==> src/rtl/ffa_pkg.sv <==
// Shared types, codes and sizing functions for the first-fit heap allocator.
// No dependencies; ffa_walk and the top level import this package.
`timescale 1ns / 1ps

package ffa_pkg;

    localparam int ADDR_W    = 32;
    localparam int REQ_W     = 17;
    localparam int HSIZE_W   = 17;
    localparam int STATUS_W  = 2;
    localparam int CFG_IDX_W = 1;
    localparam int HSIZE_MAX = (2 ** HSIZE_W) - 1;

    localparam logic OP_ALLOC   = 1'b0;
    localparam logic OP_RELEASE = 1'b1;

    localparam logic [STATUS_W-1:0] ST_DONE    = 2'd0;
    localparam logic [STATUS_W-1:0] ST_NOFIT   = 2'd1;
    localparam logic [STATUS_W-1:0] ST_IGNORED = 2'd2;

    localparam logic [CFG_IDX_W-1:0] CFG_HEAP_BASE = 1'b0;
    localparam logic [CFG_IDX_W-1:0] CFG_HEAP_LEN  = 1'b1;

    localparam logic [HSIZE_W-1:0] HEAP_LEN_RESET = 17'd65536;

    typedef struct packed {
        logic [ADDR_W-1:0]  heap_base;
        logic [HSIZE_W-1:0] heap_len;
    } t_cfg;

    typedef struct packed {
        logic              operation;
        logic [REQ_W-1:0]  request_size;
        logic [ADDR_W-1:0] address;
    } t_cmd;

    typedef struct packed {
        logic [ADDR_W-1:0]   result_address;
        logic [STATUS_W-1:0] status;
    } t_rsp;

    // largest heap the size register can describe under the build limit
    function automatic int f_max_heap(input int heap_bytes);
        return (heap_bytes < HSIZE_MAX) ? heap_bytes : HSIZE_MAX;
    endfunction

    // block offsets are multiples of the power of two shared by header and alignment
    function automatic int f_gran_shift(input int header_bytes, input int align_bytes);
        int s;
        int v;
        int k;
        s = 0;
        v = header_bytes | align_bytes;
        for (k = 0; k < 8; k++) begin
            if (((v & 1) == 0) && (s == k)) begin
                s = k + 1;
            end
            v = v >> 1;
        end
        return s;
    endfunction

endpackage

==> src/rtl/ffa_walk.sv <==
// Chain-walking sequencer: follows block headers in the header RAM, splits and merges.
// Depends on ffa_pkg; drives the ports of one ffa_ram instance.
`timescale 1ns / 1ps

module ffa_walk #(
    parameter int HEAP_BYTES   = 65536,
    parameter int HEADER_BYTES = 12,
    parameter int ALIGN_BYTES  = 8
) (
    input  logic         i_clk,
    input  logic         i_rst_n,
    input  logic         i_cfg_wr,
    input  ffa_pkg::t_cfg i_cfg,
    input  logic         i_start,
    input  ffa_pkg::t_cmd i_cmd,
    input  logic         i_rsp_free,
    output logic         o_idle,
    output logic         o_done,
    output ffa_pkg::t_rsp o_rsp,
    output logic         o_mem_we,
    output logic [((((ffa_pkg::f_max_heap(HEAP_BYTES)
        + (1 << ffa_pkg::f_gran_shift(HEADER_BYTES, ALIGN_BYTES)) - 1)
        >> ffa_pkg::f_gran_shift(HEADER_BYTES, ALIGN_BYTES)) > 1)
        ? $clog2((ffa_pkg::f_max_heap(HEAP_BYTES)
        + (1 << ffa_pkg::f_gran_shift(HEADER_BYTES, ALIGN_BYTES)) - 1)
        >> ffa_pkg::f_gran_shift(HEADER_BYTES, ALIGN_BYTES)) : 1)-1:0] o_mem_waddr,
    output logic [$clog2(ffa_pkg::f_max_heap(HEAP_BYTES) + HEADER_BYTES + 1):0] o_mem_wdata,
    output logic         o_mem_re,
    output logic [((((ffa_pkg::f_max_heap(HEAP_BYTES)
        + (1 << ffa_pkg::f_gran_shift(HEADER_BYTES, ALIGN_BYTES)) - 1)
        >> ffa_pkg::f_gran_shift(HEADER_BYTES, ALIGN_BYTES)) > 1)
        ? $clog2((ffa_pkg::f_max_heap(HEAP_BYTES)
        + (1 << ffa_pkg::f_gran_shift(HEADER_BYTES, ALIGN_BYTES)) - 1)
        >> ffa_pkg::f_gran_shift(HEADER_BYTES, ALIGN_BYTES)) : 1)-1:0] o_mem_raddr,
    input  logic [$clog2(ffa_pkg::f_max_heap(HEAP_BYTES) + HEADER_BYTES + 1):0] i_mem_rdata
);

    import ffa_pkg::*;

    localparam int MAX_HEAP = f_max_heap(HEAP_BYTES);
    localparam int W        = $clog2(MAX_HEAP + HEADER_BYTES + 1);
    localparam int GS       = f_gran_shift(HEADER_BYTES, ALIGN_BYTES);
    localparam int DEPTH    = (MAX_HEAP + (1 << GS) - 1) >> GS;
    localparam int AW       = (DEPTH > 1) ? $clog2(DEPTH) : 1;
    localparam int NEED_W   = $clog2(HSIZE_MAX + ALIGN_BYTES);
    localparam int CW       = ((W > NEED_W) ? W : NEED_W) + 2;

    localparam logic [CW-1:0]     HDR_C   = CW'(HEADER_BYTES);
    localparam logic [NEED_W-1:0] ALIGN_M = NEED_W'(ALIGN_BYTES - 1);

    typedef enum logic [3:0] {
        S_INIT,
        S_IDLE,
        S_CHECK,
        S_READ,
        S_EVAL,
        S_SPLIT,
        S_RD_NEXT,
        S_MERGE,
        S_DONE
    } t_state;

    t_state              r_state;
    logic                r_op;
    logic [REQ_W-1:0]    r_req;
    logic [ADDR_W-1:0]   r_addr;
    logic [ADDR_W-1:0]   r_target;
    logic [NEED_W-1:0]   r_need;
    logic [W-1:0]        r_usable;
    logic [W-1:0]        r_total;
    logic [W-1:0]        r_off;
    logic [W-1:0]        r_nxt;
    logic [W-1:0]        r_cur_size;
    logic                r_next_ok;
    logic                r_has_prev;
    logic                r_prev_free;
    logic [W-1:0]        r_prev_off;
    logic [W-1:0]        r_prev_size;
    logic [W-1:0]        r_split_off;
    logic [W-1:0]        r_split_size;
    logic [ADDR_W-1:0]   r_result;
    logic [STATUS_W-1:0] r_status;

    logic [W-1:0]        rd_size;
    logic                rd_free;
    logic [CW-1:0]       hs_c;
    logic [CW-1:0]       usable_c;
    logic [W-1:0]        init_size;
    logic [W-1:0]        init_total;
    logic [NEED_W-1:0]   need_sum;
    logic [NEED_W-1:0]   need_c;
    logic [ADDR_W:0]     end_c;
    logic                rel_ok;
    logic [CW-1:0]       off_h;
    logic [CW-1:0]       nxt_sum;
    logic                nxt_end;
    logic                fit;
    logic                split;
    logic [CW-1:0]       split_off_c;
    logic [CW-1:0]       split_size_c;
    logic                hit;
    logic                passed;
    logic [ADDR_W-1:0]   res_addr;
    logic                pf;
    logic                nf;
    logic [CW-1:0]       mrg_a;
    logic [CW-1:0]       mrg_sum;

    assign rd_size = i_mem_rdata[W-1:0];
    assign rd_free = i_mem_rdata[W];

    assign hs_c       = CW'(i_cfg.heap_len);
    assign usable_c   = (hs_c > CW'(MAX_HEAP)) ? CW'(MAX_HEAP) : hs_c;
    assign init_size  = (usable_c > HDR_C) ? W'(usable_c - HDR_C) : '0;
    assign init_total = (usable_c > HDR_C) ? W'(usable_c) : W'(HEADER_BYTES);

    assign need_sum = NEED_W'(r_req) + ALIGN_M;
    assign need_c   = need_sum & ~ALIGN_M;
    assign end_c    = {1'b0, i_cfg.heap_base} + (ADDR_W + 1)'(r_usable);
    assign rel_ok   = (i_cfg.heap_base != '0) && (r_addr != '0)
                   && (r_addr >= i_cfg.heap_base) && ({1'b0, r_addr} < end_c);

    assign off_h        = CW'(r_off) + HDR_C;
    assign nxt_sum      = off_h + CW'(rd_size);
    assign nxt_end      = nxt_sum >= CW'(r_total);
    assign fit          = rd_free && (CW'(rd_size) >= CW'(r_need));
    assign split        = CW'(rd_size) > (CW'(r_need) + HDR_C);
    assign split_off_c  = off_h + CW'(r_need);
    assign split_size_c = CW'(rd_size) - CW'(r_need) - HDR_C;
    assign hit          = ADDR_W'(off_h) == r_target;
    assign passed       = ADDR_W'(off_h) > r_target;
    assign res_addr     = i_cfg.heap_base + ADDR_W'(r_off) + ADDR_W'(HEADER_BYTES);

    assign pf      = r_has_prev && r_prev_free;
    assign nf      = r_next_ok && rd_free;
    assign mrg_a   = (pf ? (CW'(r_prev_size) + HDR_C) : '0) + CW'(r_cur_size);
    assign mrg_sum = mrg_a + (nf ? (HDR_C + CW'(rd_size)) : '0);

    always_comb begin
        o_mem_we    = 1'b0;
        o_mem_waddr = r_off[AW+GS-1:GS];
        o_mem_wdata = '0;
        unique case (r_state)
            S_INIT: begin
                o_mem_we    = 1'b1;
                o_mem_waddr = '0;
                o_mem_wdata = {1'b1, init_size};
            end
            S_EVAL: begin
                if ((r_op == OP_ALLOC) && fit) begin
                    o_mem_we    = 1'b1;
                    o_mem_wdata = {1'b0, split ? W'(r_need) : rd_size};
                end
            end
            S_SPLIT: begin
                o_mem_we    = 1'b1;
                o_mem_waddr = r_split_off[AW+GS-1:GS];
                o_mem_wdata = {1'b1, r_split_size};
            end
            S_MERGE: begin
                o_mem_we    = 1'b1;
                o_mem_waddr = pf ? r_prev_off[AW+GS-1:GS] : r_off[AW+GS-1:GS];
                o_mem_wdata = {1'b1, W'(mrg_sum)};
            end
            default: begin
                o_mem_we = 1'b0;
            end
        endcase
    end

    assign o_mem_re    = (r_state == S_READ) || (r_state == S_RD_NEXT);
    assign o_mem_raddr = (r_state == S_RD_NEXT) ? r_nxt[AW+GS-1:GS] : r_off[AW+GS-1:GS];

    always_ff @(posedge i_clk) begin
        if (!i_rst_n) begin
            r_state <= S_INIT;
        end else if (i_cfg_wr) begin
            r_state <= S_INIT;
        end else begin
            unique case (r_state)
                S_INIT: begin
                    r_usable <= W'(usable_c);
                    r_total  <= init_total;
                    r_state  <= S_IDLE;
                end
                S_IDLE: begin
                    if (i_start) begin
                        r_op    <= i_cmd.operation;
                        r_req   <= i_cmd.request_size;
                        r_addr  <= i_cmd.address;
                        r_state <= S_CHECK;
                    end
                end
                S_CHECK: begin
                    r_result   <= '0;
                    r_off      <= '0;
                    r_has_prev <= 1'b0;
                    r_need     <= need_c;
                    r_target   <= r_addr - i_cfg.heap_base;
                    if (r_op == OP_ALLOC) begin
                        if ((r_req == '0) || (i_cfg.heap_base == '0)) begin
                            r_status <= ST_NOFIT;
                            r_state  <= S_DONE;
                        end else begin
                            r_state <= S_READ;
                        end
                    end else if (!rel_ok) begin
                        r_status <= ST_IGNORED;
                        r_state  <= S_DONE;
                    end else begin
                        r_state <= S_READ;
                    end
                end
                S_READ: begin
                    r_state <= S_EVAL;
                end
                S_EVAL: begin
                    if (r_op == OP_ALLOC) begin
                        if (fit) begin
                            r_result     <= res_addr;
                            r_status     <= ST_DONE;
                            r_split_off  <= W'(split_off_c);
                            r_split_size <= W'(split_size_c);
                            r_state      <= split ? S_SPLIT : S_DONE;
                        end else if (nxt_end) begin
                            r_status <= ST_NOFIT;
                            r_state  <= S_DONE;
                        end else begin
                            r_off   <= W'(nxt_sum);
                            r_state <= S_READ;
                        end
                    end else begin
                        if (hit) begin
                            r_cur_size <= rd_size;
                            r_nxt      <= W'(nxt_sum);
                            r_next_ok  <= !nxt_end;
                            r_state    <= S_RD_NEXT;
                        end else if (passed || nxt_end) begin
                            r_status <= ST_IGNORED;
                            r_state  <= S_DONE;
                        end else begin
                            r_has_prev  <= 1'b1;
                            r_prev_free <= rd_free;
                            r_prev_off  <= r_off;
                            r_prev_size <= rd_size;
                            r_off       <= W'(nxt_sum);
                            r_state     <= S_READ;
                        end
                    end
                end
                S_SPLIT: begin
                    r_state <= S_DONE;
                end
                S_RD_NEXT: begin
                    r_state <= S_MERGE;
                end
                S_MERGE: begin
                    r_status <= ST_DONE;
                    r_state  <= S_DONE;
                end
                S_DONE: begin
                    if (i_rsp_free) begin
                        r_state <= S_IDLE;
                    end
                end
                default: begin
                    r_state <= S_INIT;
                end
            endcase
        end
    end

    assign o_idle                = (r_state == S_IDLE);
    assign o_done                = (r_state == S_DONE);
    assign o_rsp.result_address  = r_result;
    assign o_rsp.status          = r_status;

endmodule

==> config.mk <==
export PLATFORM = sky130hd
export DESIGN_NAME = ffa_walk
export DESIGN_NICKNAME = d
export VERILOG_FILES = /design/src/rtl/ffa_pkg.sv /design/src/rtl/ffa_walk.sv
export SDC_FILE = /design/constraint.sdc
export NUM_CORES = 1
export LEC_CHECK = 0
export ABC_AREA = 1
export BUFFER_PORTS_ARGS = -buffer_cell sky130_fd_sc_hd__buf_2
export CAP_MARGIN = 0
export CORE_MARGIN = 1
export CORE_UTILIZATION = 61
export DETAILED_ROUTE_END_ITERATION = 6
export PLACE_DENSITY_LB_ADDON = 0.3
export SYNTH_ARGS = -nofsm -noshare
export SYNTH_HDL_FRONTEND = slang
export SYNTH_SLANG_ARGS = --single-unit
==> constraint.sdc <==
create_clock -name i_clk -period 8 [get_ports i_clk]
set_input_delay 2.4 -clock i_clk [delete_from_list [all_inputs] [get_ports i_clk]]
set_output_delay 2.4 -clock i_clk [all_outputs]
set_load 0.02 [all_outputs]
; ---- Word-level counts from Yosys, hierarchy flattened
; Cells that the tools add are included.
[classes]
magnitude_cmp = 8
bitwise = 5
n_reduce_logical = 32
muxes = 46
addsub = 16
eq_ne = 24
[ops]
columns = op, count
row1 = $mux W17, 11
row2 = $pmux W18 S4, 1
row3 = $mux W32, 2
row4 = $pmux W32 S2, 1
row5 = $reduce_bool A32 Y1, 2
row6 = $mux W4, 11
row7 = $pmux W14 S3, 1
row8 = $add A17 B17 Y17, 2
row9 = $pmux W17 S2, 1
row10 = $add A32 B17 Y33, 1
row11 = $lt A32 B33 Y1, 1
row12 = $add A32 B17 Y32, 1
row13 = $add A32 B4 Y32 const B, 1
row14 = $eq A18 B32 Y1, 1
row15 = $ge A32 B32 Y1, 1
row16 = $gt A18 B32 Y1, 1
row17 = $logic_not A32 Y1, 1
row18 = $pmux W4 S8, 1
row19 = $sub A32 B32 Y32, 1
row20 = $mux W14, 2
row21 = $ne A3 B3 Y1 const B, 7
row22 = $add A18 B17 Y19, 1
row23 = $add A18 B4 Y19 const B, 1
row24 = $ge A19 B17 Y1, 1
row25 = other kinds (39), 77
[word_totals]
regBits = 288
output_inout_bits = 84

; ---- Depth between registers and ports, before layout
[depth]
ltp_word = 8
depth_mapped = 30
ltp_nobuf = 30

; ---- Worst setup path after synthesis
; No wires, ideal clock.
[synth_timing]
kind = input to output
from = in i_mem_rdata[2] in the netlist's numbering
to = out o_mem_wdata[16] in the netlist's numbering
path_stages = 25
t_arrival_ns = 5.470
n_path_buf = 0
slack_ns = 0.130
path_cell_list = inv_1 -> ha_1 -> inv_1 -> nand3_1 -> nor2_1 -> nand2_1 -> nor2_1 -> nand2_1 -> nor2_1 -> nand2_1 -> o21ai_0 -> a21oi_1 -> fa_1 -> ha_1 -> nand2_1 -> nor2_1 -> a211oi_1 -> nand2_1 -> nand2_1 -> nand2_1 -> a21oi_1 -> nor2_1 -> o21ai_0 -> inv_1 -> nand3_1
[synth_between]
elab_chain_cells = 5
word_cells_on_any_way = 10
cone_classes = add/sub: 2 / order compare: 2 / mux: 4 / reduce/logical: 2
[synth_rtl]
columns = element, line
row1 = from (decl), ffa_walk.sv:35  ; input logic [$clog2(ffa_pkg::f_max_heap(HEAP_BYTES) + HEADER_BYTES + 1):0] i_mem_rdata
row2 = branches (longest 4 deep; another with $add A4 B17 Y17), --
row3 = $pmux W18 S4 *, ffa_walk.sv:143  ; unique case (r_state)
row4 = to (decl), ffa_walk.sv:27  ; output logic [$clog2(ffa_pkg::f_max_heap(HEAP_BYTES) + HEADER_BYTES + 1):0] o_mem_wdata,
; Every way passes the cells marked *.

; ---- Final worst setup path
[layout_timing]
from = in i_mem_rdata[3] in the netlist's numbering
to = out o_mem_wdata[16] in the netlist's numbering
; The elaborated chain is that of the path after synthesis.

==> flow_metrics.env <==
export IMPL_detail_route_first_pass_iterations=5
export IMPL_ys_ff_latch=282
export IMPL_ys_top_cells_by_area="edfxtp_1, ha_1, nand2_1"
export IMPL_io_buffers=205
export IMPL_dp_hpwl_um=58300
export IMPL_whs_endpoint="r_prev_off[3]"
export IMPL_async_flop_share_pct=0
export IMPL_num_vias=20300
export IMPL_synthCells=2568
export IMPL_clkSinkCount=282
export IMPL_drc=0
export IMPL_start_util_pct=62.6
export IMPL_whs_path_depth=0
export IMPL_crit_type="in -> out"
export IMPL_worst_r2r_endpoint="r_prev_off[2]"
export IMPL_slew_headroom_pct=35.4
export IMPL_rsz0062_at_grt="yes"
export IMPL_reg2reg_from="r_off[2]"
export IMPL_p_int_uw=2730
export IMPL_ys_seq_area_share_pct=38.6
export IMPL_comb_power_share_pct=18.9
export IMPL_routed_via_density=6.06
export IMPL_worstSkewPairLatency_ns=0.59
export IMPL_grt_pass1_vias=19200
export IMPL_r2r_slack_ns=1.70
export IMPL_swShare_pct=28.8
export IMPL_mappedNetlistNets=2967
export IMPL_yosys_area_top_type_share_pct=38.2
export IMPL_hold_start="r_off[3]"
export IMPL_cp_arrival_ns=5.65
export IMPL_multi_input_area_um2=12200
export IMPL_synth_edff_count=278
export IMPL_critPathLaunchType="input port"
export IMPL_dieHeight_um=191
export IMPL_ctsHoldBuffers=0
export IMPL_grt_overflow=0
export IMPL_netlist_cell_type_count=59
export IMPL_crit_path_end_kind="primary output"
export IMPL_nNetsFinal=3261
export IMPL_netlist_area_um2=21800
export IMPL_max_freq_ghz=0.124
export IMPL_hold_viol=0
export IMPL_tritoncts="built"
export IMPL_violations="negative setup slack"
export IMPL_die_width_um=191
export IMPL_fin_setup_tns_ns=-0.0533
export IMPL_synth_ff_type="edfxtp_1"
export IMPL_grtUsageTotal_pct=40.0
export IMPL_yosys_area_top_type="edfxtp_1"
export IMPL_finalCritPeriodShare_pct=101
export IMPL_register_area_um2=8430
export IMPL_cts_made_buffers=31
export IMPL_core_um2=34900
export IMPL_p_clk_share_pct=37.9
export IMPL_cts_buffer_depth=3
export IMPL_reg2reg_depth=23
export IMPL_cp_max_fo=3
export IMPL_yosys_warnings=0
export IMPL_antenna_found_initial=2
export IMPL_holdWs_ns=0.446
export IMPL_fillers=2689
export IMPL_finish_instance_area_um2=25400
export IMPL_globalplace_congestion=1.02
export IMPL_final_max_slew_viol_count=0
export IMPL_ir_drop_uv=272
export IMPL_rows=68
export IMPL_fin_ws_ns=-0.0533
export IMPL_drive_above_1_share_pct=15.4
export IMPL_setup_viol=1
export IMPL_outcome="finished with violations"
export IMPL_htreeDepth=1
export IMPL_synthToLayoutAreaGrowth_pct=16.1
export IMPL_worst_ep_required_time_ns=5.60
export IMPL_grt_pass1_wl_um=109000
export IMPL_layout_common_cells="nand2_1, inv_1, edfxtp_1"
export IMPL_p_leak_uw=0.0116
export IMPL_power_switching_uw=1100
export IMPL_grt_max_degree=51
export IMPL_tightest_slew_ns=0.968
export IMPL_wl_um=73400
export IMPL_drtAntennaViolNets=0
export IMPL_min_period_ns=8.05
export IMPL_holdCritPathClass="reg -> reg"
export IMPL_dieArea_um2=36600
export IMPL_p_per_area_nw_per_um2=151
export IMPL_syn_area_per_cell_um2=8.51
export IMPL_final_common_cell="nand2_1"
export IMPL_wl_per_cell_um=22.0
export IMPL_clkTransAtPathRegs_ns=0.05
export IMPL_maxCapViolCount=0
export IMPL_io_pins=206
export IMPL_place_area_um2=23900
export IMPL_first_iter_violations=2346
export IMPL_cts_root_buffer="clkbuf_16"
export IMPL_clock_skew_ns=0.0123
export IMPL_seqPwrFrac_pct=43.2
[per-stage QoR]
step / worst slack (ns) / cells / total power (uW) / util (%)
2_1_floorplan: 0.130 / 2568 / 2100 / -
3_3_place_gp: -0.328 / 3275 / 2340 / 68.6
3_5_place_dp: -0.355 / 3275 / 2360 / 68.6
4_1_cts: -0.000369 / 3336 / 3800 / 71.9
5_1_grt: -0.306 / 3339 / 3940 / 72.7
6_report: -0.0533 / 3341 / 3830 / 72.7
[kinds of logic (layout without fill, tap and decap cells)]
family,Yosys count,count (layout),share of synthesized area [%]
and+or+nand+nor,965,965,19.1
adders and majority gates,277,277,16.6
xor gates and xnor gates,155,155,6.22
other,0,2,0
buffers and inverters,415,731,7.21
AOI/OAI and AO/OA,474,474,12.3
DFF,282,282,38.6
[metal layers]
layer	global-route usage (%)	routed length, um
met5	0	10
met4	13.7	2830
met3	8.30	9730
met2	59.4	30900
met1	58.0	29900
[power groups by stage]
stage	registers [uW]	logic [uW]	clock network (uW)
after floorplan	1680	421	0
after global placement	1690	654	0
after detailed placement	1690	674	0
after CTS	1650	689	1460
after global routing	1650	785	1500
final	1650	725	1450
[registers in the layout, indices dropped and copies added (netlist names), 14 cells and up]
name          count
r_prev_size      17
r_cur_size       17
r_split_size     17
r_off            17
r_target         32
r_usable         17
r_req            17
r_result         32
r_addr           32
r_total          17
r_prev_off       14
r_nxt            14
r_split_off      14
r_need           15
[worst max path at each step]
stage / start / endpoint / slack (ns)
after floorplan: i_mem_rdata[2] / o_mem_wdata[16] / 0.13
after global placement: i_mem_rdata[2] / o_mem_wdata[16] / -0.33
after CTS: i_mem_rdata[3] / o_mem_wdata[16] / -0.0004
after detailed placement: i_mem_rdata[2] / o_mem_wdata[11] / -0.35
final: i_mem_rdata[3] / o_mem_wdata[16] / -0.05
after global routing: i_mem_rdata[3] / o_mem_wdata[16] / -0.31
[synth_stat cells, types with 12 or more instances]
| library cell | number |
|---|---|
| a21o_1 | 12 |
| a21oi_1 | 212 |
| a31oi_1 | 17 |
| clkbuf_1 | 18 |
| edfxtp_1 | 278 |
| fa_1 | 22 |
| ha_1 | 255 |
| inv_1 | 384 |
| nand2_1 | 445 |
| nand3_1 | 104 |
| nand4_1 | 41 |
| nor2_1 | 261 |
| nor3_1 | 39 |
| nor4_1 | 28 |
| o211ai_1 | 26 |
| o21a_1 | 15 |
| o21ai_0 | 133 |
| o21bai_1 | 14 |
| xnor2_1 | 34 |
| xor2_1 | 121 |
[critical path, cell delays in order]
cell and delay (ns):
buf_8 0.09, inv_6 0.04, a21oi_4 0.15, nand4_1 0.17
nor2_2 0.21, nand2_2 0.10, nor3_4 0.22, nand2_2 0.11
o21ai_2 0.16, a21oi_2 0.05, fa_1 0.58, ha_4 0.22
nand2_4 0.08, nor2_4 0.04, a211oi_2 0.20, nand2_1 0.09
nand2_1 0.07, nand2_1 0.06, a21oi_2 0.14, nand2_1 0.07
nand2_1 0.06, o21ai_1 0.07, inv_1 0.07, nand3_2 0.07
buf_6 0.15
[what timing repair did]
| item | 4_1_cts | 5_1_grt |
|---|---|---|
| setup endpoints to repair | 5 | 9 |
| hold endpoints to repair | 0 | 0 |
| resized for setup | 41 | 61 |
| pin swaps | 17 | 44 |
| buffers inserted | 6 | 4 |
| gates cloned | 0 | 0 |
[cell type report]
cell class / instances / area share [%]
clock inverter: 18 / 0.769
multi-input combinational: 1871 / 48.1
clock buffer: 37 / 3.15
inverter: 388 / 5.79
tap: 455 / 2.24
timing repair buffer: 288 / 6.69
sequential: 282 / 33.2
antenna: 2 / 0.0197
Note: power is estimated with default switching activity, not from simulation.
