<file path="config.mk">
export PLATFORM = sky130hd
export DESIGN_NAME = ffa_ram
export DESIGN_NICKNAME = d
export VERILOG_FILES = /design/src/rtl/ffa_ram.sv
export SDC_FILE = /design/constraint.sdc
export NUM_CORES = 1
export LEC_CHECK = 0
export BUFFER_PORTS_ARGS = -buffer_cell sky130_fd_sc_hd__buf_2
export CORE_MARGIN = 8
export CORE_UTILIZATION = 40
export CTS_BUF_LIST = sky130_fd_sc_hd__clkbuf_4 sky130_fd_sc_hd__clkbuf_8 sky130_fd_sc_hd__clkbuf_16
export DETAILED_ROUTE_END_ITERATION = 12
export MAX_ROUTING_LAYER = met4
export PLACE_DENSITY_LB_ADDON = 0.12
export SLEW_MARGIN = 10
export SYNTH_ARGS = -nofsm -noshare
export SYNTH_HDL_FRONTEND = slang
export SYNTH_SLANG_ARGS = --single-unit
</file>
<file path="constraint.sdc">
create_clock -name i_clk -period 3.9 [get_ports i_clk]
set_clock_uncertainty 0.1 [all_clocks]
set_input_delay 0.195 -clock i_clk [delete_from_list [all_inputs] [get_ports i_clk]]
set_output_delay 0.195 -clock i_clk [all_outputs]
set_load 0.05 [all_outputs]
</file>
<file path="src/rtl/ffa_ram.sv">
// Generic simple dual-port RAM: one write port, one read port with registered data.
// No dependencies.
`timescale 1ns / 1ps

module ffa_ram #(
    parameter int WIDTH = 8,
    parameter int DEPTH = 16
) (
    input  logic                                    i_clk,
    input  logic                                    i_we,
    input  logic [((DEPTH > 1) ? $clog2(DEPTH) : 1)-1:0] i_waddr,
    input  logic [WIDTH-1:0]                        i_wdata,
    input  logic                                    i_re,
    input  logic [((DEPTH > 1) ? $clog2(DEPTH) : 1)-1:0] i_raddr,
    output logic [WIDTH-1:0]                        o_rdata
);

    logic [WIDTH-1:0] r_mem [DEPTH];
    logic [WIDTH-1:0] r_rdata;

    always_ff @(posedge i_clk) begin
        if (i_we) begin
            r_mem[i_waddr] <= i_wdata;
        end
        if (i_re) begin
            r_rdata <= r_mem[i_raddr];
        end
    end

    assign o_rdata = r_rdata;

endmodule

</file>
## Word-level counts from Yosys, hierarchy flattened

Memory sizes are Yosys's and may differ from the RTL's. A register that Yosys moved wholly into a read port is not among the register bits.
Cells that the tools add are included.

- Bits in registers: 0
- RAM bits: 128
- Word-level logic and storage cells: 3
- Output and inout bits: 8
- Memories kept: 1

Memory list:

| name | words | width | read ports | clocked after Yosys merged registers in | wr ports | RTL line | source |
|---|---|---|---|---|---|---|---|
| r_mem | 16 | 8 | 1 | 1 | 1 | 18 | `logic [WIDTH-1:0] r_mem [DEPTH];` |

- Mux-type cells: 2

Operator list:

| kind | count |
|---|---|
| 1-bit 2-to-1 mux | 2 |

## Logic depth before layout (Yosys ltp)

Gate-level depths: netlist (run 1).

- Word-level depth: 2
- Depth in mapped cells: 5
- Gate-level depth less buffers: 3

## Least setup slack after synthesis (run 1)

No wires, ideal clock.

- Path type: in2reg
- Start: in i_waddr[2] (netlist name)
- End: mem r_mem[0][0], enable pin
- Data arrival time: 1.305 ns
- Stages on the path: 2
- Setup slack: 2.112 ns
- Setup time: 0.383 ns
- Cell sequence: or3b_2 -> nor3_1

RTL lines:

| item | RTL line | source |
|---|---|---|
| start: declaration | 11 | `input logic [((DEPTH > 1) ? $clog2(DEPTH) : 1)-1:0] i_waddr,` |
| end: declaration | 18 |  |

No word-level cell before the write port.

==> results of run 1 <==
[metrics by stage]
step	hold slack (ns)	cell area, um2
4_1_cts	0.0471	6110
3_5_place_dp	0.482	5550
5_1_grt	0.0493	6110
2_1_floorplan	0.194	5230
6_report	0.0644	6110
3_3_place_gp	0.477	5550
[critical path, cell delays in order]
cell                      delay (ns)
sky130_fd_sc_hd__buf_2          0.41
sky130_fd_sc_hd__buf_4          0.29
sky130_fd_sc_hd__mux4_1         0.57
sky130_fd_sc_hd__a22oi_1        0.30
sky130_fd_sc_hd__nand2_1        0.12
[power groups by stage]
stage | sequential, mW | clock (mW) | combinational [mW]
2_1_floorplan | 1.71 | 0 | 0.0831
3_3_place_gp | 1.69 | 0 | 0.171
3_5_place_dp | 1.69 | 0 | 0.173
4_1_cts | 1.66 | 1.52 | 0.173
5_1_grt | 1.66 | 1.58 | 0.184
6_report | 1.66 | 1.50 | 0.169
[layout make-up]
class	instances	area (um2)	share of cell area, %
sequential	136	4080	66.8
multi-input combinational	83	1070	17.5
clock buffer	17	425	6.96
tap	172	215	3.52
timing repair buffer	33	183	2.99
clock inverter	14	135	2.21
[worst min path at each step]
stage / to / slack (ns) / startpoint / cells past startpoint
floorplan: r_mem[0][0] / 0.19 / i_wdata[0] / 0
global placement: r_mem[15][7] / 0.48 / i_wdata[7] / 1
detailed placement: r_mem[15][7] / 0.48 / i_wdata[7] / 1
CTS: r_mem[4][7] / 0.05 / i_wdata[7] / 1
global route: o_rdata[3] / 0.05 / i_re / 1
finish: r_mem[4][7] / 0.06 / i_wdata[7] / 1
[metal layers]
layer,global-route usage (%),up-vias,routed length [um]
li1,-,1060,-
met1,19.8,1221,5020
met2,20.8,89,5040
met3,3.43,18,772
met4,7.10,0,240
met5,-,-,0
[state kept, by name (all words and copies together) (netlist names)]
| signal | count |
|---|---|
| r_mem | 128 |
| o_rdata | 8 |
[kinds of logic (layout without fill, tap and decap cells)]
kind of cell | after synthesis | count (layout) | share of synthesized area, %
AOI/OAI and AO/OA | 16 | 16 | 2.30
buffers and inverters | 10 | 64 | 1.65
and+or+nand+nor | 35 | 35 | 3.14
muxes | 32 | 32 | 14.8
DFF | 136 | 136 | 78.1
[layout by cell type, fill, tap and decap left out]
cell type and n:
sky130_fd_sc_hd__or3b_2 1, sky130_fd_sc_hd__mux4_2 18, sky130_fd_sc_hd__clkbuf_16 17, sky130_fd_sc_hd__nand3b_1 2, sky130_fd_sc_hd__clkinv_1 1, sky130_fd_sc_hd__clkinvlp_4 5, sky130_fd_sc_hd__nand3_1 1, sky130_fd_sc_hd__clkinv_2 5
sky130_fd_sc_hd__nand2b_1 2, sky130_fd_sc_hd__clkinv_4 1, sky130_fd_sc_hd__edfxtp_1 136, sky130_fd_sc_hd__a22oi_1 16, sky130_fd_sc_hd__and2_1 1, sky130_fd_sc_hd__nand2_1 9, sky130_fd_sc_hd__nor3_1 2, sky130_fd_sc_hd__nor2_1 13
sky130_fd_sc_hd__buf_2 26, sky130_fd_sc_hd__mux4_1 14, sky130_fd_sc_hd__nor2b_1 1, sky130_fd_sc_hd__bufinv_16 2, sky130_fd_sc_hd__and2b_1 1, sky130_fd_sc_hd__buf_4 7, sky130_fd_sc_hd__nor3_2 2
==> results summary, run 1 <==
The post-route non-filler standard cell count came out at 455. In the final layout, the share of cells above drive strength 1 is 29.7%. The boundary pin count came out at 27.

The total number of placement rows is 41. The total negative slack for setup checks is 0 ns. The clock edge transition at the registers on the reported setup and hold paths is 0.06 ns.

At the end of the flow, the number of nets in the layout was 290. The instance count of the mapped netlist came out at 229. The path type of the worst min-delay path is primary input to register.

The synthesized flop and latch total came out at 136. The initial cell density of the core came out at 41.3%. The die footprint is 17000 um2.

The run finished with clean final reports. Counting the buffers created by CTS gives 17. The overall routing resource usage came out at 14.8%. The final hold violation count came out at 0. The worst endpoint required time came out at 3.95 ns. The number of DRC markers in iteration 0 came out at 230. The total via count in the routed design is 2388.

Counting flops with an async set or reset pin after synthesis yields a share of 0%. The count of nets left with antenna violations once routing finished came out at 0. The total of fill cells in the finished design came out at 1048. The number of antenna violations at the first check in global routing came to 0. The total core area is 12700 um2. VDD sags by at most 270 uV. Counting tap cells, the placed design contains a total of 424 instances.

The length of the first detailed-routing pass in iterations is 5. Measured along the y axis, the die boundary spans 130 um. The die span in x is 130 um. The achievable frequency is 545 MHz. STA classifies the critical path endpoint as a register. The area of the mapped netlist came out at 5230 um2. The worst setup path is launched from a primary input. The post-route clock period utilization came out at 47.1%.

Counting instances in the post-synthesis netlist gives the leading cell types as 136 x sky130_fd_sc_hd__edfxtp_1, 18 x sky130_fd_sc_hd__mux4_2, 16 x sky130_fd_sc_hd__a22oi_1. Relative to the synthesized area, the layout overhead comes to 16.9%. The number of global-route vias before repair came out at 2599. Once layout is complete, the utilization of the core stands at 48.2%. Yosys printed 0 warnings.

Once routing completed, OpenROAD measured the worst setup slack at 2.06 ns. Of the synthesized area, sequential elements account for 78.1%. The share of Yosys cell area claimed by the top area cell type came out at 78.1%.

The fraction of power spent switching nets is 20.8%. The count of endpoints failing setup in the final report came out at 0. The weighted congestion at the end of routability-driven global placement came out at 0.712. The synthesized area per cell is 22.8 um2.

The worst path needs 1.84 ns of the cycle, external delays included. The pin count of the biggest net entering global routing is 33. The net load switching power came out at 0.693 mW. The worst setup slack after placement is 1.62 ns. The path depth of the worst reg2reg path is 3.

The internal power of the cells totals 2.63 mW. The number of library cell types mapped by synthesis came out at 18. The post-synth net total is 248. The critical path starts at i_raddr[0]. Port buffering added 26 buffers. Summing internal, switching and leakage power gives 3.33 mW. TritonCTS built the clock tree.

For flop-to-flop paths, the worst setup slack is 2.25 ns. Of all nets on the critical path, the largest fanout is 15. For this run, design rule violations remaining after detail routing come to 0. For this design, the CTS-stage hold fixing added 0 buffers. The setup path with the least slack is of type primary input to register. The final global-route overflow total is 0. Per report_power, the combinational group accounts for 5.1% of the total. The areal power density over the cells came out at 544 nW/um2.

Setup repair after global routing left no endpoint under its margin. The most numerous cell in the Yosys netlist is sky130_fd_sc_hd__edfxtp_1. The worst-case headroom to the max-slew limit is 25.8%. Wires add up to 11100 um. The first global-routing pass estimated 16500 um of wire. The maximum buffer depth of the clock tree came out at 2. The post-detailed-placement half-perimeter wirelength is 6610 um. In this run the worst setup path terminates at o_rdata[3]. The worst register-to-register path begins at r_mem[1][3]. Summed over all cells, the static leakage comes to 2.01 nW. The count of flip-flops with a built-in enable after synthesis came out at 136. The number of levels in the clock H-tree is 4. The relative contribution of sequential cells to total power is 49.8%. The clock latency of the later-clocked register in the worst-skew pair came out at 0.41 ns. The root buffer cell chosen for the clock tree is sky130_fd_sc_hd__clkbuf_16.

The tool flagged a number of max-cap violations equal to 0. The final max-slew violation count came to 0. The power share of the clock group is 45.1%. In this run the post-CTS setup repair buffer count came out at 0. The number of gates resized after CTS came out at 0.

The post-detailed-route wirelength per cell is 24.3 um. The via density per instance is 5.25. The endpoint of the most critical register-to-register path is o_rdata[3].

The synthesized design spends more area on one cell type than any other, namely sky130_fd_sc_hd__edfxtp_1. After synthesis, the cell types taking the most area are sky130_fd_sc_hd__edfxtp_1 78%, sky130_fd_sc_hd__mux4_2 7.8%, sky130_fd_sc_hd__mux4_1 7.0%. At the worst endpoint, the arrival time is 1.88 ns. For this design, the sink count on the clock tree is 136. At the pin with the least slew margin, the transition time is 1.11 ns. The number of diodes added for antenna fixing is 0.

In the synthesized netlist the dominant register cell turns out to be sky130_fd_sc_hd__edfxtp_1.
(Power assumes the default switching activity.)
==> run 2: changes to the inputs <==
==> constraint.sdc (replaced) <==
create_clock -name i_clk -period 1.9 [get_ports i_clk]
set_clock_uncertainty 0.1 [all_clocks]
set_input_delay 0.095 -clock i_clk [delete_from_list [all_inputs] [get_ports i_clk]]
set_output_delay 0.095 -clock i_clk [all_outputs]
set_load 0.05 [all_outputs]
==> run 2 against run 1 <==
Net effect: clock power up 110%; worst setup slack got worse by 1.8 ns; total power increased by 110%; highest routed layer unchanged; worst hold slack better by 0.083 ns; die area stayed put; register-to-register slack worse by 1.9 ns; flip-flop and latch count stayed put; sequential share of layout area down 2.7 points; clock-buffer cell count grew 3; design area increased by 4.3%; non-clock buffer count rose by 27; largest power group unchanged.
==> results summary, run 2 (synthesis results as in run 1) <==
The final max-slew violation count is 0. The worst-case headroom to the max-slew limit came out at 70.6%. The achievable frequency is 627 MHz. The path depth of the worst reg2reg path came out at 3. The worst reg2reg path startpoint is r_mem[3][4].

The post-detailed-placement half-perimeter wirelength came out at 6720 um. The flow ran to the end, and the final reports show no timing, DRC or antenna violations. Setup repair after global routing left no endpoint under its margin. On the final layout, the worst hold slack is 0.147 ns. The first global-routing pass estimated 16000 um of wire. The number of diodes added for antenna fixing is 0. The clock edge transition at the registers on the reported setup and hold paths is 0.05 ns. For the worst setup path, the data arrival time is 1.65 ns. In this run the remaining antenna-violating nets after routing total 0.

The number of port buffers is 26. The number of max-cap violations is 0. The clock root buffer is sky130_fd_sc_hd__clkbuf_16.

The layout overhead on the synthesized area is 21.9%. The initial cell density of the core came out at 41.3%. Clock tree synthesis inserted a total of 17 buffers. The worst setup slack after placement is 0.0953 ns. The die footprint came out at 17000 um2.

The worst setup path is of the register to register kind. In the layout the commonest cells are 136 x sky130_fd_sc_hd__edfxtp_1, 26 x sky130_fd_sc_hd__buf_2, 23 x sky130_fd_sc_hd__buf_4, 18 x sky130_fd_sc_hd__mux4_2, 17 x sky130_fd_sc_hd__clkbuf_16. The footprint of the multi-input gates is 1060 um2.

In this run the critical register-to-register path is captured at o_rdata[4]. The die outline height came out at 130 um. For the worst setup path, the data required time is 1.95 ns.

The total via count in the routed design came out at 2473. The slack of the worst reg-to-reg path is 0.31 ns. The longest clock path from root to sink contains 2 buffers. The length of the first detailed-routing pass in iterations is 4. The signal on the critical path passes through mux4_2 -> a22oi_1 -> nand2_1. The number of gates resized after CTS is 0.

The fraction of layout instances using a drive strength above 1 came out at 31.5%. Across all setup checks in the final design, the least slack found is 0.306 ns. The total overflow left after global routing is 0. The worst IR drop on VDD is 493 uV. The count of endpoints failing setup in the final report came out at 0. The clock latency of the later-clocked register in the worst-skew pair is 0.41 ns. In this run the standard cell core region covers 12700 um2. The congestion estimate from routability-driven global placement came to 0.761.

After detailed routing, the total wire length is 10400 um. The end of the critical path is o_rdata[4]. The critical path runs through a total of 3 cells. The number of antenna violations at the first check in global routing is 0. The delay of the slowest cell on the worst path is 0.47 ns. During I/O placement, the number of pins put on the boundary was 27.

The cell family contributing the most delay on the critical path is multiplexers. The path type of the worst min-delay path is primary input to register. The register ranked first by flip-flop count is r_mem.

The placed cell count came out at 442. The area of all sequential standard cells is 4080 um2. Subtracting the final worst setup slack from the clock period gives 1.59 ns. After clock tree synthesis, the setup repair step added 0 buffers.

The DRC violation count after routing is 0. STA classifies the critical path endpoint as a register. Measured along the x axis, the die boundary spans 130 um.

The number of buffers and inverters on the critical path is 0. TritonCTS built the clock tree. The flip-flop count of the largest register after layout came out at 128. The total of fill cells in the finished design came out at 1035. The worst setup path is launched from a register.

The final-stage net count is 317. The library cell used most frequently in the layout, excluding fill and tap cells, is sky130_fd_sc_hd__edfxtp_1. The final hold violation count is 0. Row generation in the floorplan step produced 41 rows. The post-route non-filler standard cell count is 483.

Summed over all cells, the static leakage comes to 2.18 nW. The number of DRC markers in iteration 0 came out at 195. The via density per instance is 5.12. After detailed routing, the average wire length per cell comes to 21.6 um. The areal power density over the cells came out at 1090 nW/um2. The overall routing resource usage is 14.0%. Among all stages on the critical path, the largest delay is contributed by sky130_fd_sc_hd__mux4_2.

The number of levels in the clock H-tree is 4. The measured slew at the worst slew-check pin is 0.441 ns. The pin count of the biggest net entering global routing came out at 23.

The largest driver fanout on the critical path came out at 1. After layout, the worst path uses 83.9% of the clock period. The worst setup path startpoint is r_mem[3][4]. The number of sinks on the clock net came out at 136.

The total negative slack for setup checks came out at 0 ns. The total power of the final layout is 6.97 mW. The number of global-route vias before repair is 2622.
==> run 2: cell types whose count changed in the layout (fill, tap and decap cells not counted), sizes merged <==
cell,delta
clkbuf,+3
bufinv,+1
clkinvlp,-4
clkinv,+1
buf,+18
dlygate4sd3,+9
==> run 2: report_power, final <==
part           total, mW  switching, mW  internal (mW)
clock               3.19           1.12           2.07
combinational      0.378          0.229          0.150
sequential          3.40         0.0159           3.38
==> run 2: worst min path at each step <==
| stage | slack, ns | start | to | depth (start not counted) |
|---|---|---|---|---|
| after global placement | 0.37 | i_re | o_rdata[5] | 1 |
| after detailed placement | 0.37 | i_re | o_rdata[7] | 1 |
| after global routing | 0.15 | i_waddr[0] | r_mem[4][1] | 3 |
| after CTS | 0.12 | i_waddr[0] | r_mem[4][7] | 3 |
| final | 0.15 | i_waddr[0] | r_mem[4][7] | 3 |
| after floorplan | 0.09 | i_wdata[0] | r_mem[0][0] | 0 |
==> run 2: area by class of cell <==
type | instances | area share (%)
clock inverter | 12 | 2.08
multi-input combinational | 83 | 16.6
sequential | 136 | 64.1
tap | 172 | 3.38
timing repair buffer | 60 | 6.80
clock buffer | 20 | 7.03
==> run 2: through the flow <==
stage | util [%] | cell area [um2]
3_3_place_gp | 45.0 | 5700
3_5_place_dp | 45.0 | 5700
4_1_cts | 50.3 | 6370
5_1_grt | 50.3 | 6370
6_report | 50.3 | 6370
2_1_floorplan | - | 5230
==> run 2: repair_timing <==
item,4_1_cts,5_1_grt
hold buffers,9,0
endpoints found under the setup margin,0,0
endpoints found under the hold margin,136,0
==> run 2: routing by layer <==
metal  up-vias  global-route usage, %  routed length [um]
met5         -                      -                   0
met4         0                   6.15                 146
met3        10                   3.63                 533
met2        66                   20.2                4960
met1      1274                   18.3                4790
li1       1123                      -                   -
==> run 2: worst min-delay path, stage by stage <==
cell and delay (ns):
sky130_fd_sc_hd__buf_2 0.16, sky130_fd_sc_hd__nor3_1 0.08, sky130_fd_sc_hd__buf_4 0.15
==> run 3: changes to the inputs <==
--- a/config.mk
+++ b/config.mk
@@ -5,6 +5,7 @@
 export SDC_FILE = /design/constraint.sdc
 export NUM_CORES = 1
 export LEC_CHECK = 0
+export ABC_AREA = 1
 export BUFFER_PORTS_ARGS = -buffer_cell sky130_fd_sc_hd__buf_2
 export CORE_MARGIN = 8
 export CORE_UTILIZATION = 40
==> constraint.sdc (replaced) <==
create_clock -name i_clk -period 1.65 [get_ports i_clk]
set_clock_uncertainty 0.1 [all_clocks]
set_input_delay 0.0825 -clock i_clk [delete_from_list [all_inputs] [get_ports i_clk]]
set_output_delay 0.0825 -clock i_clk [all_outputs]
set_load 0.05 [all_outputs]
==> run 3 against run 2 <==
Net effect: synthesized cell count rose by 140%; register-to-register slack improved by 0.05 ns; die area rose by 10%; sequential share of layout area fell by 4.2 points; fmax rose by 23%; clock power rose by 6%; non-clock buffer count fell by 6; combinational power rose by 45%; largest cell class unchanged; total power rose by 13%; design area rose by 7.1%.
==> results summary, run 3 <==
The run finished with clean final reports. In the synthesized netlist, the cells that appear most often are 173 x sky130_fd_sc_hd__nand2_1, 136 x sky130_fd_sc_hd__edfxtp_1, 100 x sky130_fd_sc_hd__inv_1. The flip-flop count of the largest register after layout is 128. The post-route clock period utilization came out at 78.3%. The final max-slew violation count is 0.

Of the post-synthesis cell area, the dominant cell type holds 69.8%. The count of endpoints failing setup in the final report is 0. The worst hold slack came out at 0.00238 ns.

r_mem holds more flip-flops than any other register. The total of fill cells in the finished design came out at 1343. Data on the critical path arrives at its endpoint at 1.35 ns.

The number of port buffers is 26. For this run, asynchronously set or reset flops after synthesis account for 0%. sky130_fd_sc_hd__edfxtp_1 takes more of the synthesized area than any other cell. The first TritonRoute pass finished after 5 iterations. The boundary pin count is 27. Each instance of the synthesized netlist takes up on average 10.6 um2. Setup repair after global routing left no endpoint under its margin. The total non-filler cell area in the finished layout came out at 6820 um2.

For the worst-skew pair, the clock arrives at the later sink with an insertion delay of 0.42 ns. The worst-case headroom to the max-slew limit came out at 56.6%. The die is 137 um wide. The measured slew at the worst slew-check pin came out at 0.651 ns.

At the worst endpoint, the required time is 1.71 ns. The final global-route overflow total came out at 0. The area growth from synthesis to layout is 16.6%.

The number of sinks on the clock net came out at 136. The number of clock buffers added by TritonCTS is 17. The post-detailed-placement half-perimeter wirelength is 9180 um. The total power of the final layout came out at 7.86 mW. Of all nets on the critical path, the largest fanout is 1. The worst setup path is launched from a register.

The number of max-cap violations is 0. The die footprint is 18700 um2. For this run, the number of Yosys warnings is 0. The number of library cell types mapped by synthesis came out at 11. Power spread over the standard cell area amounts to 1150 nW/um2. In this run the clock root is driven by a sky130_fd_sc_hd__clkbuf_16. The number of diodes added for antenna fixing is 0. STA classifies the critical path endpoint as a register. VDD sags by at most 645 uV. Entering global routing, the biggest net connects 65 pins. The region available for standard cell placement spans 14400 um2. Static timing analysis puts the maximum clock frequency at 774 MHz. The most numerous cell in the Yosys netlist is sky130_fd_sc_hd__nand2_1. The weighted congestion at the end of routability-driven global placement is 0.803. Leaving out fill and tap cells, the most frequent cell in the layout is sky130_fd_sc_hd__nand2_1. The area of all sequential standard cells is 4080 um2. The top cell types in the final layout, fill and taps aside, are 173 x sky130_fd_sc_hd__nand2_1, 136 x sky130_fd_sc_hd__edfxtp_1, 100 x sky130_fd_sc_hd__inv_1, 97 x sky130_fd_sc_hd__nand3_1, 26 x sky130_fd_sc_hd__buf_2.

The standard cell area after detailed placement came out at 6250 um2. The footprint of the multi-input gates came out at 1210 um2. The total negative slack for setup checks is 0 ns. The most used flip-flop cell after synthesis is sky130_fd_sc_hd__edfxtp_1. The maximum buffer depth of the clock tree came out at 2.

The final-stage net count came out at 619. In this run the worst hold path is classified as primary input to register. In the routed layout, each cell is associated on average with a via count of 4.86. The fraction of layout instances using a drive strength above 1 is 12.6%. The synthesized flop and latch total is 136. The instance count of the mapped netlist is 551. In the global route stage, overall resource usage came out at 17.3%.

By startpoint and endpoint, the worst setup path is classified as register to register. The die outline height came out at 137 um. The first global-routing pass estimated 22800 um of wire.

The area of the mapped netlist came out at 5850 um2. Sequential elements use 69.8% of the synthesized area. The post-detailed-routing wire length came out at 14400 um.

In the post-synthesis netlist, the biggest area contributors are sky130_fd_sc_hd__edfxtp_1 70%, sky130_fd_sc_hd__nand2_1 11%, sky130_fd_sc_hd__nand3_1 8.3%. The number of post-CTS setup repair buffers is 0. Before CTS, the worst setup slack after placement is 0.147 ns.

The minimum setup slack in the final design is 0.358 ns. The initial cell density of the core is 40.5%. The total number of placement rows came out at 44.

The post-synth net total came out at 570. The DRC violation count after routing came out at 0. The clock edge transition at the registers on the reported setup and hold paths came out at 0.05 ns. The number of antenna violations at the first check in global routing came out at 0. TritonCTS built the clock tree. The post-detailed-route wirelength per cell is 18.1 um. The final hold violation count is 0.

In this run the remaining antenna-violating nets after routing total 0. In this run, synthesis inferred 136 flip-flops with an integrated enable. The number of DRC markers in iteration 0 is 333.

The total via count in the routed design came out at 3857. The number of global-route vias before repair came out at 3904. The number of levels in the clock H-tree is 4.

After layout, the minimum clock period comes to 1.29 ns. The analysis attributes to cell leakage a power of 2.95 nW.
## run 3: final cells by class
type	count	share of cell area [%]
clock buffer	22	6.79
sequential	136	59.9
clock inverter	7	0.826
inverter	102	5.61
multi-input combinational	289	17.8
tap	184	3.38
timing repair buffer	54	5.72
## run 3: per-layer routing
layer / wire length, um / global-route usage [%] / part of all wire [%]
met1: 6890 / 23.4 / 48
met2: 6740 / 25.4 / 47
met3: 595 / 3.63 / 4.1
met4: 170 / 6.34 / 1.2
met5: 0 / - / 0
## run 3: worst paths after layout
| path | startpoint | end | slack [ns] | cells after the start |
|---|---|---|---|---|
| setup / recovery | r_mem[9][5] | o_rdata[5] | 0.36 | 6 |
| hold / removal | i_wdata[1] | r_mem[0][1] | 0.002 | 1 |
| setup reg to reg | r_mem[9][5] | o_rdata[5] | 0.36 | 6 |
| hold reg to reg | r_mem[13][1] | o_rdata[1] | 0.65 | 6 |
## run 3: report_power, final
part,switching (mW),total (mW),leakage (nW),internal [mW]
registers,0.0241,3.92,1.24,3.90
clock network,1.29,3.39,0.263,2.10
logic,0.397,0.549,1.45,0.152
## run 3: repair_timing
action / 4_1_cts / 5_1_grt
resized for setup: 0 / 0
hold buffers: 5 / 0
hold endpoints to repair: 47 / 0
## run 3: stage by stage
| step | utilization [%] | instances |
|---|---|---|
| after global placement | 43.3 | 760 |
| final | 47.3 | 794 |
| after detailed placement | 43.3 | 760 |
| after floorplan | - | 551 |
| after global routing | 47.3 | 794 |
| after CTS | 47.3 | 794 |
## run 3: critical path: stages, from the launching register on
cell                       delay [ns]
sky130_fd_sc_hd__edfxtp_1        0.35
sky130_fd_sc_hd__inv_1           0.06
sky130_fd_sc_hd__nand2_1         0.04
sky130_fd_sc_hd__nand3_1         0.09
sky130_fd_sc_hd__nand3_1         0.17
sky130_fd_sc_hd__nand3_1         0.15
sky130_fd_sc_hd__nand2_1         0.08
## run 3: cells by family after synthesis
kind of cell  Yosys count  synth area share [%]
simple gates          289                  20.8
flops                 136                  69.8
buf+inv               126                  9.39
